$ cat config.mk
export PLATFORM = sky130hd
export DESIGN_NAME = i2c_register_read_sequencer
export DESIGN_NICKNAME = d
export VERILOG_FILES = /design/src/sv/i2c_rrs_pkg.sv /design/src/sv/i2c_register_read_sequencer.sv
export SDC_FILE = /design/constraint.sdc
export NUM_CORES = 1
export LEC_CHECK = 0
export BUFFER_PORTS_ARGS = -buffer_cell sky130_fd_sc_hd__buf_4
export CAP_MARGIN = 20
export CORE_MARGIN = 10
export CORE_UTILIZATION = 35
export DETAILED_ROUTE_END_ITERATION = 6
export PLACE_DENSITY = 0.65
export REMOVE_ABC_BUFFERS = 1
export SYNTH_ARGS = -nofsm -noshare
export SYNTH_HDL_FRONTEND = slang
export SYNTH_SLANG_ARGS = --single-unit
$ cat constraint.sdc
create_clock -name clk -period 8.25 [get_ports clk]
set_input_delay 0.825 -clock clk [delete_from_list [all_inputs] [get_ports clk]]
set_output_delay 0.825 -clock clk [all_outputs]
set_load 0.02 [all_outputs]
$ cat src/sv/i2c_rrs_pkg.sv
// ----------------------------------------------------------------------------
// I2C register read sequencer package
// Shared types and constants: event codes, phases and register indexes.
// ----------------------------------------------------------------------------
package i2c_rrs_pkg;

	localparam int unsigned CfgIndexWidth = 2;
	localparam int unsigned CfgDataWidth  = 8;
	localparam int unsigned CountWidth    = 4;

	localparam logic [CountWidth-1:0] RetryLimitReset = 4'd3;
	localparam logic [7:0]            ReadBit         = 8'h01;

	typedef enum logic [1:0] {
		MODE_READ    = 2'd0,
		MODE_IRQ     = 2'd1,
		MODE_DELIVER = 2'd2,
		MODE_NONE    = 2'd3
	} mode_t;

	typedef enum logic [CfgIndexWidth-1:0] {
		REG_SLAVE_ADDR  = 2'd0,
		REG_INDEX       = 2'd1,
		REG_RETRY_LIMIT = 2'd2
	} cfg_reg_t;

	typedef enum logic [6:0] {
		PH_IDLE  = 7'b0000001,
		PH_ADDR  = 7'b0000010,
		PH_REG   = 7'b0000100,
		PH_RDAD  = 7'b0001000,
		PH_DUMMY = 7'b0010000,
		PH_HIGH  = 7'b0100000,
		PH_DONE  = 7'b1000000
	} phase_t;

endpackage

$ cat src/sv/i2c_register_read_sequencer.sv
// ----------------------------------------------------------------------------
// I2C register read sequencer
// Steps an I2C master through a two-byte register read with repeated start.
// ----------------------------------------------------------------------------
// Channel   Direction  Handshake           Payload
// input     in         in_valid/in_stall   mode, irq_flag, arbitration_lost, rx_byte
// output    out        out_valid/out_stall one result per request
// config    in         cfg_write           cfg_index, cfg_data
//
// An accepted request is loaded into the input register, and the sequencing
// logic then runs from it into the result register once that register can advance.
// A new request is accepted every cycle while results are taken.
// While a result waits, the input register takes one more request and then
// in_stall stays high until the result is taken.
// Reset clears the phase, the retry count, the stored bytes and the control bits.
// ----------------------------------------------------------------------------
module i2c_register_read_sequencer
	import i2c_rrs_pkg::*;
(
	input  logic                     clk,
	input  logic                     arst_n,

	input  logic                     cfg_write,
	input  logic [CfgIndexWidth-1:0] cfg_index,
	input  logic [CfgDataWidth-1:0]  cfg_data,

	input  logic                     in_valid,
	output logic                     in_stall,
	input  logic [1:0]               mode,
	input  logic                     irq_flag,
	input  logic                     arbitration_lost,
	input  logic [7:0]               rx_byte,

	output logic                     out_valid,
	input  logic                     out_stall,
	output logic                     request_accepted,
	output logic                     tx_valid,
	output logic [7:0]               tx_byte,
	output logic                     master_mode,
	output logic                     transmit_mode,
	output logic                     no_ack_on_rx,
	output logic                     repeat_start,
	output logic                     value_valid,
	output logic [15:0]              value,
	output logic                     read_failed,
	output logic                     busy_abort,
	output logic                     unexpected_irq
);

	logic [7:0]            slave_addr_q;
	logic [7:0]            reg_index_q;
	logic [CountWidth-1:0] retry_limit_q;

	phase_t                phase_q;
	logic [CountWidth-1:0] busy_count_q;
	logic [7:0]            high_byte_q;
	logic [7:0]            low_byte_q;
	logic                  master_q;
	logic                  transmit_q;
	logic                  noack_q;

	logic                  valid_s1;
	mode_t                 mode_s1;
	logic                  irq_s1;
	logic                  arb_s1;
	logic [7:0]            rx_s1;

	logic                  out_valid_q;
	logic                  accepted_q;
	logic                  tx_valid_q;
	logic [7:0]            tx_byte_q;
	logic                  rsta_q;
	logic                  value_valid_q;
	logic [15:0]           value_q;
	logic                  failed_q;
	logic                  babort_q;
	logic                  unexp_q;

	logic                  advance;
	logic                  step;

	phase_t                phase_d;
	logic [CountWidth-1:0] busy_count_d;
	logic [CountWidth-1:0] busy_inc;
	logic [7:0]            high_byte_d;
	logic [7:0]            low_byte_d;
	logic                  master_d;
	logic                  transmit_d;
	logic                  noack_d;
	logic                  accepted_d;
	logic                  tx_valid_d;
	logic [7:0]            tx_byte_d;
	logic                  rsta_d;
	logic                  value_valid_d;
	logic [15:0]           value_d;
	logic                  failed_d;
	logic                  babort_d;
	logic                  unexp_d;

	assign advance  = !out_valid_q || !out_stall;
	assign step     = valid_s1 && advance;
	assign in_stall = valid_s1 && !advance;
	assign busy_inc = busy_count_q + {{(CountWidth-1){1'b0}}, 1'b1};

	always_ff @(posedge clk or negedge arst_n) begin
		if (!arst_n) begin
			slave_addr_q  <= '0;
			reg_index_q   <= '0;
			retry_limit_q <= RetryLimitReset;
		end else if (cfg_write) begin
			case (cfg_index)
				REG_SLAVE_ADDR:  slave_addr_q  <= cfg_data;
				REG_INDEX:       reg_index_q   <= cfg_data;
				REG_RETRY_LIMIT: retry_limit_q <= cfg_data[CountWidth-1:0];
				default: ;
			endcase
		end
	end

	always_comb begin
		phase_d       = phase_q;
		busy_count_d  = busy_count_q;
		high_byte_d   = high_byte_q;
		low_byte_d    = low_byte_q;
		master_d      = master_q;
		transmit_d    = transmit_q;
		noack_d       = noack_q;
		accepted_d    = 1'b0;
		tx_valid_d    = 1'b0;
		tx_byte_d     = '0;
		rsta_d        = 1'b0;
		value_valid_d = 1'b0;
		value_d       = '0;
		failed_d      = 1'b0;
		babort_d      = 1'b0;
		unexp_d       = 1'b0;

		case (mode_s1)
			MODE_READ: begin
				if (phase_q == PH_IDLE) begin
					busy_count_d = '0;
					phase_d      = PH_ADDR;
					master_d     = 1'b1;
					transmit_d   = 1'b1;
					tx_valid_d   = 1'b1;
					tx_byte_d    = slave_addr_q;
					accepted_d   = 1'b1;
				end else if (busy_inc >= retry_limit_q) begin
					master_d     = 1'b0;
					transmit_d   = 1'b0;
					noack_d      = 1'b0;
					phase_d      = PH_IDLE;
					busy_count_d = '0;
					babort_d     = 1'b1;
				end else begin
					busy_count_d = busy_inc;
				end
			end
			MODE_IRQ: begin
				if (arb_s1) begin
					master_d   = 1'b0;
					transmit_d = 1'b0;
					noack_d    = 1'b0;
					phase_d    = PH_IDLE;
					failed_d   = 1'b1;
				end else if (irq_s1 && !(phase_q inside {PH_IDLE, PH_DONE})) begin
					case (phase_q)
						PH_ADDR: begin
							phase_d    = PH_REG;
							tx_valid_d = 1'b1;
							tx_byte_d  = reg_index_q;
						end
						PH_REG: begin
							phase_d    = PH_RDAD;
							rsta_d     = 1'b1;
							tx_valid_d = 1'b1;
							tx_byte_d  = slave_addr_q | ReadBit;
						end
						PH_RDAD: begin
							phase_d     = PH_DUMMY;
							transmit_d  = 1'b0;
							noack_d     = 1'b0;
							high_byte_d = rx_s1;
						end
						PH_DUMMY: begin
							phase_d     = PH_HIGH;
							noack_d     = 1'b1;
							high_byte_d = rx_s1;
						end
						PH_HIGH: begin
							phase_d    = PH_DONE;
							master_d   = 1'b0;
							transmit_d = 1'b0;
							noack_d    = 1'b0;
							low_byte_d = rx_s1;
						end
						default: ;
					endcase
				end else begin
					unexp_d = 1'b1;
				end
			end
			MODE_DELIVER: begin
				value_valid_d = 1'b1;
				value_d       = {high_byte_q, low_byte_q};
				phase_d       = PH_IDLE;
			end
			default: ;
		endcase
	end

	always_ff @(posedge clk or negedge arst_n) begin
		if (!arst_n) begin
			valid_s1 <= 1'b0;
		end else if (!in_stall) begin
			valid_s1 <= in_valid;
		end
	end

	always_ff @(posedge clk) begin
		if (!in_stall && in_valid) begin
			mode_s1 <= mode_t'(mode);
			irq_s1  <= irq_flag;
			arb_s1  <= arbitration_lost;
			rx_s1   <= rx_byte;
		end
	end

	always_ff @(posedge clk or negedge arst_n) begin
		if (!arst_n) begin
			phase_q      <= PH_IDLE;
			busy_count_q <= '0;
			high_byte_q  <= '0;
			low_byte_q   <= '0;
			master_q     <= 1'b0;
			transmit_q   <= 1'b0;
			noack_q      <= 1'b0;
		end else if (step) begin
			phase_q      <= phase_d;
			busy_count_q <= busy_count_d;
			high_byte_q  <= high_byte_d;
			low_byte_q   <= low_byte_d;
			master_q     <= master_d;
			transmit_q   <= transmit_d;
			noack_q      <= noack_d;
		end
	end

	always_ff @(posedge clk or negedge arst_n) begin
		if (!arst_n) begin
			out_valid_q <= 1'b0;
		end else if (advance) begin
			out_valid_q <= valid_s1;
		end
	end

	always_ff @(posedge clk) begin
		if (step) begin
			accepted_q    <= accepted_d;
			tx_valid_q    <= tx_valid_d;
			tx_byte_q     <= tx_byte_d;
			rsta_q        <= rsta_d;
			value_valid_q <= value_valid_d;
			value_q       <= value_d;
			failed_q      <= failed_d;
			babort_q      <= babort_d;
			unexp_q       <= unexp_d;
		end
	end

	assign out_valid        = out_valid_q;
	assign request_accepted = accepted_q;
	assign tx_valid         = tx_valid_q;
	assign tx_byte          = tx_byte_q;
	assign master_mode      = master_q;
	assign transmit_mode    = transmit_q;
	assign no_ack_on_rx     = noack_q;
	assign repeat_start     = rsta_q;
	assign value_valid      = value_valid_q;
	assign value            = value_q;
	assign read_failed      = failed_q;
	assign busy_abort       = babort_q;
	assign unexpected_irq   = unexp_q;

	// The phase register always holds exactly one phase.
	a_phase_onehot: assert property (@(posedge clk) disable iff (!arst_n)
		$onehot(phase_q))
		else $error("phase register is not one-hot");

	// A started transaction sends the address with master and transmit held.
	a_start_ctrl: assert property (@(posedge clk) disable iff (!arst_n)
		(out_valid && request_accepted) |-> (tx_valid && master_mode && transmit_mode))
		else $error("accepted request without address byte and control bits");

	// An abort always releases the bus.
	a_abort_release: assert property (@(posedge clk) disable iff (!arst_n)
		(out_valid && (busy_abort || read_failed)) |->
		(!master_mode && !transmit_mode && !no_ack_on_rx))
		else $error("abort left control bits set");

	// A held request in the input register is stalled while the result waits.
	a_hold_stall: assert property (@(posedge clk) disable iff (!arst_n)
		(valid_s1 && out_valid_q && out_stall) |-> in_stall)
		else $error("input accepted while both stages are full and stalled");

endmodule
Yosys cells after proc, flatten, opt, wreduce, memory -nomap -nowiden
Index checks and enable logic that the tools add are counted.
{"block": "word_totals", "output_inout_bits": 36, "input_bits": 27, "romBits": 0, "regBits": 95, "ramBits": 0, "n_memories": 0, "latch_bits": 0}
{"block": "classes", "shift": 0, "mux": 38, "reduce_logical": 31, "mul": 0, "n_lt_le_gt_ge": 1, "n_div": 0, "n_eq_ne": 19, "n_addsub": 1, "n_bitwise": 4}
{"operator": "7-bit one-hot mux with 5 select lines", "n": 1}
{"operator": "8-bit one-hot mux with 2 select lines", "n": 2}
{"operator": "7-bit 2-to-1 mux", "n": 4}
{"operator": "5-bit AND reduction", "n": 5}
{"operator": "8-bit 2-to-1 mux", "n": 3}
{"operator": "7-bit one-hot mux with 3 select lines", "n": 1}
{"operator": "1-bit 2-to-1 mux", "n": 20}
{"operator": "1-bit one-hot mux with 2 select lines", "n": 5}
{"operator": "2-bit OR reduction", "n": 5}
{"operator": "3-bit inequality test, second input constant", "n": 3}
{"operator": "4-bit 2-to-1 mux", "n": 2}
{"operator": "2-bit AND reduction", "n": 4}
{"operator": "7-bit by 1-bit == test with 1-bit output, second input constant", "n": 1}
{"operator": "7-bit by 2-bit == test with 1-bit output, second input constant", "n": 1}
{"operator": "7-bit by 3-bit == test with 1-bit output, second input constant", "n": 1}
{"operator": "7-bit by 4-bit == test with 1-bit output, second input constant", "n": 1}
{"operator": "7-bit by 5-bit == test with 1-bit output, second input constant", "n": 1}
{"operator": "7-bit by 6-bit == test with 1-bit output, second input constant", "n": 1}
{"operator": "7-bit == test, second input constant", "n": 1}
{"operator": "7-bit by 3-bit inequality test with 1-bit output, second input constant", "n": 1}
{"operator": "6-bit AND reduction", "n": 1}
{"operator": "1-bit logical NOT", "n": 5}
{"operator": "4-bit by 1-bit adder with 4-bit output, second input constant", "n": 1}
{"operator": "2-bit by 1-bit == test with 1-bit output, second input constant", "n": 2}
{"operator": "other kinds (12)", "n": 22}

Logic depth before layout (Yosys ltp)
Gate-level depths: netlist (run 1).
{"block": "logic_depth", "depth_word": 7, "depth_mapped": 9, "ltp_nobuf": 8}

Worst setup path after synthesis (run 1)
Ideal clock, no wire load.
{"block": "synth_path", "kind": "in2reg", "from": "input port out_stall", "to": "register phase_q[1]", "t_arrival_ps": 4982, "path_slack_ps": 3143, "required_ps": 8125, "stages": 5, "path_cell_list": "a21boi_0 o21ai_1 or4_4 buf_6 mux2_4"}
{"block": "synth_between", "elab_chain_cells": 4}
{"item": "start, declared", "line_no": "i2c_register_read_sequencer.sv:35", "rtl": "input logic out_stall,"}
{"item": "1-bit logical NOT", "line_no": "i2c_register_read_sequencer.sv:100", "rtl": "assign advance = !out_valid_q || !out_stall;"}
{"item": "1-bit logical OR", "line_no": "i2c_register_read_sequencer.sv:100"}
{"item": "1-bit logical AND", "line_no": "i2c_register_read_sequencer.sv:101", "rtl": "assign step = valid_s1 && advance;"}
{"item": "5-bit AND reduction (no source line)"}
{"item": "end signal, assigned", "line_no": "i2c_register_read_sequencer.sv:239", "rtl": "phase_q <= phase_d;"}
{"item": "end, declared", "line_no": "i2c_register_read_sequencer.sv:54", "rtl": "phase_t phase_q;"}
Every way passes these cells.
A chain may end at the register's enable or synchronous reset.

Worst setup path in the final report (run 1)
{"block": "layout_path", "from": "register mode_s1[1]", "to": "register high_byte_q[1]"}
{"block": "layout_between", "elab_chain_cells": 2}
{"item": "start, declared", "line_no": "i2c_register_read_sequencer.sv:63", "rtl": "mode_t mode_s1;"}
{"item": "start signal, assigned", "line_no": "i2c_register_read_sequencer.sv:222", "rtl": "mode_s1 <= mode_t'(mode);"}
{"item": "2-bit by 1-bit == test with 1-bit output", "line_no": "i2c_register_read_sequencer.sv:138", "rtl": "case (mode_s1)"}
{"item": "5-bit AND reduction (no source line)"}
{"item": "end signal, assigned", "line_no": "i2c_register_read_sequencer.sv:241", "rtl": "high_byte_q <= high_byte_d;"}
{"item": "end, declared", "line_no": "i2c_register_read_sequencer.sv:56", "rtl": "logic [7:0] high_byte_q;"}
Every way passes these cells.

==> results of run 1 <==
-- cell usage after synthesis (4+ instances only) --
cell type	number
mux2_4	7
ha_1	8
inv_1	11
nor3_1	5
nor2_1	15
mux2_2	37
dfrtp_1	49
nand3_1	5
edfxtp_1	43
nand2_1	4
and2_1	19
a22o_1	10
-- flip-flops by register name, summed over array words and instances (netlist names), 7 cells and up --
signal,count
reg_index_q,8
phase_q,7
low_byte_q,8
high_byte_q,8
value,16
rx_s1,8
slave_addr_q,8
tx_byte,8
-- final timing paths --
check	from	end	slack, ns	depth (start not counted)
worst min-delay path	valid_s1$_DFFE_PN0N_	out_valid$_DFFE_PN0N_	0.49	1
min in group asynchronous	arst_n	out_valid$_DFFE_PN0N_	0.53	1
worst max register to register	mode_s1[1]$_DFFE_PP_	high_byte_q[1]$_DFFE_PN0P_	5.62	6
worst min register to register	valid_s1$_DFFE_PN0N_	out_valid$_DFFE_PN0N_	0.49	1
max in group asynchronous	arst_n	reg_index_q[6]$_DFFE_PN0P_	7.26	1
worst max-delay path	mode_s1[1]$_DFFE_PP_	high_byte_q[1]$_DFFE_PN0P_	5.62	6
-- layer usage --
| layer | global-route usage, % | part of all wire [%] | vias up |
|---|---|---|---|
| met5 | 0 | 0 | - |
| met1 | 11.8 | 44 | 1207 |
| met3 | 3.80 | 5.7 | 5 |
| met4 | 3.58 | 1.3 | 0 |
| met2 | 15.9 | 49 | 51 |
| li1 | - | - | 1161 |
-- layout make-up --
type,instances,area [µm²]
flip-flops and latches,95,2600
multi-input cells,163,1410
inverters,11,41.3
clock buffers,13,260
well taps,143,179
fillers,1055,6410
repair buffers,64,480
clock inverters,3,42.5
-- cells in the final DEF (no fill, tap or decap), drive strengths merged, types with 3 or more instances in the layout --
| cell | count |
|---|---|
| xor2 | 3 |
| inv | 11 |
| nor3 | 5 |
| a21oi | 3 |
| or4 | 3 |
| nor4 | 5 |
| dfstp | 3 |
| nor2b | 3 |
| and2 | 19 |
| nand2b | 3 |
| clkbuf | 13 |
| edfxtp | 43 |
| ha | 8 |
| dfrtp | 49 |
| a22o | 10 |
| nand3 | 5 |
| buf | 64 |
| nor2 | 16 |
| mux2 | 44 |
| nand2 | 4 |
-- power by group --
part	internal [µW]	switching [µW]
Clock	251	161
Sequential	554	39.4
Combinational	110	125
-- kinds of logic (layout without fill, tap and decap cells) --
logic type / Yosys count / count (layout) / share of synthesized area, %
multiplexers: 44 / 44 / 12.8
adder cells (fa/ha/maj): 8 / 8 / 2.45
XOR/XNOR: 5 / 5 / 1.07
AND/OR/NAND/NOR: 75 / 75 / 11.6
buffers and inverters: 17 / 91 / 2.15
AO/OA/AOI/OAI: 31 / 31 / 6.29
flip-flops: 95 / 95 / 63.7
-- critical path, cell delays in order, from the launching register on --
cell and delay (ns):
edfxtp_1 0.39, inv_1 0.09, ha_1 0.24, nor2b_1 0.48, nand3_1 0.29, nor4_4 0.62, mux2_2 0.40
-- per-stage QoR --
step | util (%) | setup WS [ns] | area (µm²) | hold WS (ns)
after floorplan | - | 3.14 | 4030 | 0.443
final | 43.8 | 5.62 | 5000 | 0.487
after global placement | 41.2 | 5.39 | 4700 | 0.460
after global routing | 43.8 | 5.45 | 5000 | 0.517
after CTS | 43.8 | 5.64 | 5000 | 0.497
after detailed placement | 41.2 | 5.33 | 4700 | 0.483
==> flow_metrics.tcl, run 1 <==
set metrics [dict create \
    status "complete, no violations" \
    wire_per_inst_um 16.1 \
    ys_seq_area_share_pct 63.7 \
    route.final.wire_length_mm 7.93 \
    dp_cells 476 \
    cts_setup_buffers 0 \
    rsz0062_at_grt "false" \
    peakVddDrop_uv 153 \
    async_reset_ff_share_pct 54.7 \
    die_h_um 128 \
    syn_area_um2 4080 \
    maxCapViolCount 0 \
    syn_area_per_cell_um2 14.8 \
    core_area_um2 11400 \
    fin_cells 492 \
    clk_latency_ns 0.33 \
    cts_buffer_depth 2 \
    crit_fanout 8 \
    clk_pin_slew_ns 0.06 \
    critPathArrivalTime_ns 2.84 \
    synth_area_leader_cell "edfxtp_1" \
    via_count 2424 \
    report.final.slew_viol_count 0 \
    fin_tns_setup_ns 0 \
    crit_required_ns 8.46 \
    synthTopCellsByArea "edfxtp_1 32%, dfrtp_1 30%, mux2_2 10%" \
    skew_ns 0.00605 \
    grt_pass1_wl_mm 13.0 \
    setup_violations 0 \
    antenna_cells 0 \
    cts-resized-gates 0 \
    dp_hpwl_mm 5.65 \
    tritoncts "built" \
    synth.top_cell.area_share_pct 31.7 \
    grt_pass1_vias 2485 \
    power_density_nw_per_um2 248 \
    drt_iter0_drc 230 \
    detail-route-antenna-nets 0 \
    globalplace.congestion 0.825 \
    power_leakage_uw 0.00218 \
    clockRootBuffer "clkbuf_16" \
    grt.total_usage_pct 9.90 \
    antenna_found_initial 0 \
    syn_to_final_growth_pct 22.7 \
    finalCritPeriodShare_pct 31.9 \
    dieArea_um2 16400 \
    cts_inserted_buffers 9 \
    vias_per_cell 4.93 \
    end_kind "flop" \
    grt_overflow 0 \
    fmax_ghz 0.380 \
    startpoint_type "flop" \
    dieWidth_um 128 \
    h-tree-depth 3 \
    start_util_pct 35.7 \
    total_power_uw 1240 \
    syn_inst 275 \
    relSlewSlack_pct 43.4 \
    tightest_slew_ns 0.843 \
    synthFlopType "dfrtp_1" \
    ys_warn_count 0 \
    layout-drive-gt1-share_pct 38.4 \
    worstSetupPathType "flop to flop" \
    synth.ff_latch_count 95 \
    drc_errors 0 \
    fin_crit_ns 2.63 \
    hold_violations 0 \
    synth_cell_types 52 \
    hold_path.class "flop to flop" \
    core.rowCount 39 \
    drt-pass1-iter-count 4 \
    grt_max_degree 53 \
    io_buffers 62 \
    io_pins 63 \
    synth-edff-count 43 \
    cts_sinks 95 \
    hold_buffers 0 \
    nets 379 \
]
Note: power is estimated with default switching activity, not from simulation.
==> run 2: changes to the inputs <==
==> constraint.sdc (replaced) <==
create_clock -name clk -period 2.6 [get_ports clk]
set_input_delay 0.26 -clock clk [delete_from_list [all_inputs] [get_ports clk]]
set_output_delay 0.26 -clock clk [all_outputs]
set_load 0.02 [all_outputs]
==> run 2 against run 1 <==
Effect of this change:
- power grew to 3.1 times the previous value
- sequential share of layout area fell by 0.39 points
- utilization is 0.33 points higher
- non-clock buffer count grew 7
- fmax increased by 7.6%
- clock power increased to 3.0 times the previous value
- critical endpoint is now phase_q[2]$_DFFE_PN0P_
- largest power group unchanged
==> flow_metrics.tcl, run 2 (synthesized netlist as in run 1, its figures left out) <==
set metrics [dict create \
    fin_crit_ns 2.44 \
    clk_pin_slew_ns 0.08 \
    r2r-start "phase_q[5]$_DFFE_PN0P_" \
    cts_setup_buffers 0 \
    grt_pass1_vias 2550 \
    hold_violations 0 \
    whs_path_depth 1 \
    cp_slowest_stage_delay_ns 0.64 \
    clk_latency_ns 0.34 \
    io_buffers 62 \
    dp_hpwl_mm 5.86 \
    relSlewSlack_pct 42.1 \
    layout-drive-gt1-share_pct 40.2 \
    maxCapViolCount 0 \
    drt-pass1-iter-count 4 \
    end_kind "flop" \
    r2r_end "phase_q[2]$_DFFE_PN0P_" \
    p_switching_uw 1100 \
    cts_inserted_buffers 9 \
    regToRegSetupSlack_ns 0.16 \
    layout_common_cells "70 x buf_4, 49 x dfrtp_1, 43 x edfxtp_1, 37 x mux2_2, 19 x and2_1" \
    globalplace.congestion 0.837 \
    pwr-share-clk_pct 32.3 \
    wire_per_inst_um 16.0 \
    antenna_found_initial 0 \
    io_pins 63 \
    cts_sinks 95 \
    antenna_cells 0 \
    crit_required_ns 2.82 \
    cts-resized-gates 0 \
    cts_buffer_depth 2 \
    power_leakage_uw 0.00221 \
    total_power_uw 3880 \
    syn_to_final_growth_pct 23.7 \
    regArea_um2 2600 \
    multiInputGateArea_um2 1410 \
    critPathArrivalTime_ns 2.66 \
    startpoint_type "flop" \
    r2r_cells 6 \
    final_area_um2 5040 \
    largest_reg_flops 16 \
    status "complete, no violations" \
    power_density_nw_per_um2 769 \
    vias_per_cell 4.90 \
    internal_power_uw 2780 \
    power_frac_comb_pct 19.3 \
    grt_max_degree 53 \
    nets 386 \
    cp_slowest_cell "or4_4" \
    detail-route-antenna-nets 0 \
    tightest_slew_ns 0.862 \
    h-tree-depth 3 \
    peakVddDrop_uv 330 \
    drt_iter0_drc 195 \
    drc_errors 0 \
    finalCritPeriodShare_pct 93.9 \
    placed_area_um2 4750 \
    report.final.slew_viol_count 0 \
    fillers 1064 \
    pwr-share-seq_pct 48.4 \
    grt_pass1_wl_mm 13.2 \
    fmax_ghz 0.409 \
    dieArea_um2 16400 \
    worstSetupPathType "flop to flop" \
    via_count 2443 \
    path_delay_family "simple AND/OR/NAND/NOR gates" \
    swShare_pct 28.3 \
    hold_start "rx_byte[2]" \
    die_h_um 128 \
    route.final.wire_length_mm 7.96 \
    crit_fanout 9 \
    skew_ns 0.0125 \
    rsz0062_at_grt "false" \
    core.rowCount 39 \
    start_util_pct 35.7 \
    hold_path.class "input port to flop" \
    setup_violations 0 \
    grt_overflow 0 \
    clockRootBuffer "clkbuf_16" \
    tritoncts "built" \
    cp_cell_sequence "buf_4 > nor3_1 > nand4b_1 > o2111a_1 > or4_4 > mux2_4" \
    grt.total_usage_pct 10.1 \
    dieWidth_um 128 \
    path_buf_inv 1 \
    core_area_um2 11400 \
    min_to "rx_s1[2]$_DFFE_PP_" \
    layout_commonest_cell "buf_4" \
]
## run 2: timing repair
item | CTS | global route
hold endpoints to repair | 20 | 0
setup endpoints to repair | 0 | 6
hold buffers | 1 | 0
## run 2: final cells by class
class                   instances  area share, %
flip-flops and latches         95           51.5
clock inverters                 7           1.19
multi-input cells             163           27.9
clock buffers                   9           4.47
well taps                     143           3.55
repair buffers                 71           10.6
inverters                      11          0.819
## run 2: power by group through the flow
stage	Combinational, µW	Sequential (µW)	Clock, µW
finish	749	1880	1250
CTS	762	1880	1290
detailed placement	758	1910	0
floorplan	443	1950	0
global route	834	1900	1350
global placement	754	1900	0
## run 2: worst max path at each step
| stage | startpoint | end | slack (ns) | cells past startpoint |
|---|---|---|---|---|
| 2_1_floorplan | out_valid$_DFFE_PN0N_ | high_byte_q[0]$_DFFE_PN0P_ | -2.20 | 4 |
| 3_3_place_gp | busy_count_q[0]$_DFFE_PN0P_ | phase_q[3]$_DFFE_PN0P_ | 0.12 | 8 |
| 3_5_place_dp | busy_count_q[0]$_DFFE_PN0P_ | phase_q[5]$_DFFE_PN0P_ | 0.07 | 8 |
| 4_1_cts | busy_count_q[0]$_DFFE_PN0P_ | phase_q[2]$_DFFE_PN0P_ | 0.06 | 8 |
| 5_1_grt | phase_q[0]$_DFFE_PN1P_ | tx_byte[5]$_DFFE_PP_ | 0.07 | 5 |
| 6_report | phase_q[5]$_DFFE_PN0P_ | phase_q[2]$_DFFE_PN0P_ | 0.16 | 6 |
## run 2: metrics by stage
stage,TNS [ns],util [%],cells,setup WS [ns],hold WS [ns]
CTS,0,44.2,499,0.0556,0.0842
finish,0,44.2,499,0.158,0.0918
global route,0,44.2,499,0.0720,0.0789
detailed placement,0,41.6,482,0.0657,0.352
global placement,0,41.6,482,0.121,0.340
floorplan,-85.49,-,269,-2.20,-0.0356
## run 2: per-layer routing
metal	vias to the layer above	part of all wire (%)	track usage (%)
li1	1183	-	-
met1	1191	44	12.4
met2	61	49	16.1
met3	8	6.0	2.69
met4	0	1.2	4.57
met5	-	0	0
## run 2: worst register-to-register path, stage by stage, from the launching register on
cell and delay (ns):
dfrtp_1 0.42, buf_4 0.19, nor3_1 0.25, nand4b_1 0.27, o2111a_1 0.22, or4_4 0.64, mux2_4 0.34
==> run 3: changes to the inputs <==
--- a/config.mk
+++ b/config.mk
@@ -7,11 +7,13 @@
 export LEC_CHECK = 0
 export BUFFER_PORTS_ARGS = -buffer_cell sky130_fd_sc_hd__buf_4
 export CAP_MARGIN = 20
+export CORE_ASPECT_RATIO = 1.2
 export CORE_MARGIN = 10
 export CORE_UTILIZATION = 35
 export DETAILED_ROUTE_END_ITERATION = 6
 export PLACE_DENSITY = 0.65
 export REMOVE_ABC_BUFFERS = 1
+export SLEW_MARGIN = 20
 export SYNTH_ARGS = -nofsm -noshare
 export SYNTH_HDL_FRONTEND = slang
 export SYNTH_SLANG_ARGS = --single-unit
==> constraint.sdc (replaced) <==
create_clock -name clk -period 2.4 [get_ports clk]
set_input_delay 0.24 -clock clk [delete_from_list [all_inputs] [get_ports clk]]
set_output_delay 0.24 -clock clk [all_outputs]
set_load 0.02 [all_outputs]
==> run 3 against run 2 <==
Effect of this change:
- utilization increased by 1.2 points
- critical path type unchanged
- via count rose by 4.4%
- sequential cell count is the same
- non-clock buffer count is 12 higher
- combinational power grew 19%
- sequential power rose by 8%
- sequential share of layout area is 1.5 points lower
- power up 13%
==> flow_metrics.tcl, run 3 (synthesized netlist as in run 1, its figures left out) <==
set metrics [dict create \
    clockRootBuffer "clkbuf_16" \
    setup_slack_ns 0.0574 \
    io_buffers 62 \
    finalCritPeriodShare_pct 97.6 \
    power_density_nw_per_um2 847 \
    skew_ns 0.0126 \
    status "complete, no violations" \
    worstSetupPathType "flop to flop" \
    tritoncts "built" \
    crit_fanout 7 \
    rsz0062_at_grt "false" \
    fin_util_pct 45.3 \
    antenna_found_initial 0 \
    critPathArrivalTime_ns 2.57 \
    regToRegSetupSlack_ns 0.06 \
    grt_pass1_wl_mm 14.1 \
    drc_errors 0 \
    peakVddDrop_uv 317 \
    grt_overflow 0 \
    dieWidth_um 119 \
    grt_pass1_vias 2729 \
    hold_start "rx_byte[6]" \
    hold_path.class "input port to flop" \
    setup_violations 0 \
    min_to "rx_s1[6]$_DFFE_PP_" \
    cp_slowest_cell "or4_4" \
    power_leakage_uw 0.00230 \
    fin_cells 525 \
    path_delay_family "simple AND/OR/NAND/NOR gates" \
    fin_crit_ns 2.34 \
    layout_commonest_cell "buf_4" \
    core_area_um2 11500 \
    h-tree-depth 3 \
    grt.total_usage_pct 10.5 \
    cts_sinks 95 \
    crit_required_ns 2.63 \
    maxCapViolCount 0 \
    tightest_slew_ns 0.678 \
    die_h_um 138 \
    hold_ws_ns 0.0688 \
    clk_latency_ns 0.35 \
    route.final.wire_length_mm 8.50 \
    detail-route-antenna-nets 0 \
    layout_common_cells "82 x buf_4, 49 x dfrtp_1, 43 x edfxtp_1, 37 x mux2_2, 19 x and2_1" \
    relSlewSlack_pct 54.8 \
    antenna_cells 0 \
    startpoint_type "flop" \
    cts_setup_buffers 0 \
    clk_pin_slew_ns 0.07 \
    r2r-start "phase_q[3]$_DFFE_PN0P_" \
    r2r_end "phase_q[4]$_DFFE_PN0P_" \
    wire_per_inst_um 16.2 \
    hold_violations 0 \
    syn_to_final_growth_pct 27.4 \
    cp_cell_sequence "buf_4 > nor4b_1 > a22oi_1 > o2111a_1 > or4_4 > mux2_4" \
    r2r_cells 6 \
    nets 398 \
    fmax_ghz 0.427 \
    io_pins 63 \
    largest_reg_flops 16 \
    cts_buffer_depth 2 \
    core.rowCount 43 \
    end_kind "flop" \
    cts_inserted_buffers 9 \
    globalplace.congestion 0.799 \
    dp_hpwl_mm 6.05 \
    dieArea_um2 16400 \
    report.final.slew_viol_count 0 \
    via_count 2551 \
    layout-drive-gt1-share_pct 43.2 \
    vias_per_cell 4.86 \
    dp_cells 508 \
    path_buf_inv 1 \
    post-place-ws_ns -0.00830 \
    grt_max_degree 53 \
    cp_slowest_stage_delay_ns 0.63 \
    fin_tns_setup_ns 0 \
    whs_path_depth 1 \
    drt_iter0_drc 127 \
    drt-pass1-iter-count 4 \
    start_util_pct 35.6 \
]
==> run 3: cell types whose count changed in the layout (fill, tap and decap cells not counted), sizes merged <==
| cell | delta |
|---|---|
| clkinv | -2 |
| bufinv | +1 |
| clkbuf | +1 |
| clkinvlp | +1 |
| buf | +12 |
| inv | -1 |
==> run 3: repair_timing <==
item / CTS / global route
endpoints found under the setup margin: 6 / 11
hold endpoints to repair: 49 / 0
hold buffers: 1 / 0
pin swaps: 1 / 1
gates resized for setup: 0 / 5
==> run 3: how the worst max path moves through the flow <==
stage | start | end | cells after the start
after CTS | phase_q[6]$_DFFE_PN0P_ | phase_q[4]$_DFFE_PN0P_ | 6
final | phase_q[3]$_DFFE_PN0P_ | phase_q[4]$_DFFE_PN0P_ | 6
after detailed placement | busy_count_q[0]$_DFFE_PN0P_ | phase_q[4]$_DFFE_PN0P_ | 8
after global routing | phase_q[1]$_DFFE_PN0P_ | phase_q[6]$_DFFE_PN0P_ | 5
after global placement | busy_count_q[0]$_DFFE_PN0P_ | phase_q[3]$_DFFE_PN0P_ | 8
after floorplan | out_valid$_DFFE_PN0N_ | high_byte_q[0]$_DFFE_PN0P_ | 4
==> run 3: through the flow <==
stage | power, µW | area, µm²
after CTS | 4440 | 5180
after detailed placement | 2950 | 4850
final | 4400 | 5190
after floorplan | 2590 | 4030
after global placement | 2920 | 4850
after global routing | 4610 | 5190
==> run 3: layout make-up <==
class                   count  area (µm²)
clock buffers              10         239
clock inverters             6        72.6
fillers                  1019        6270
inverters                  11        41.3
multi-input cells         163        1420
flip-flops and latches     95        2600
well taps                 157         196
repair buffers             83         626
==> run 3: report_power, final <==
group	leakage, µW	internal, µW	switching (µW)
Sequential	0.00109	1900	131
Clock	0.000152	851	627
Combinational	0.00106	430	458
==> run 3: metal layers <==
metal  vias up  track usage [%]  wire [µm]
li1       1202                -          -
met3        12             3.42        438
met4         0             4.19        127
met5         -                0          0
met2        60             17.0       4100
met1      1277             12.7       3840
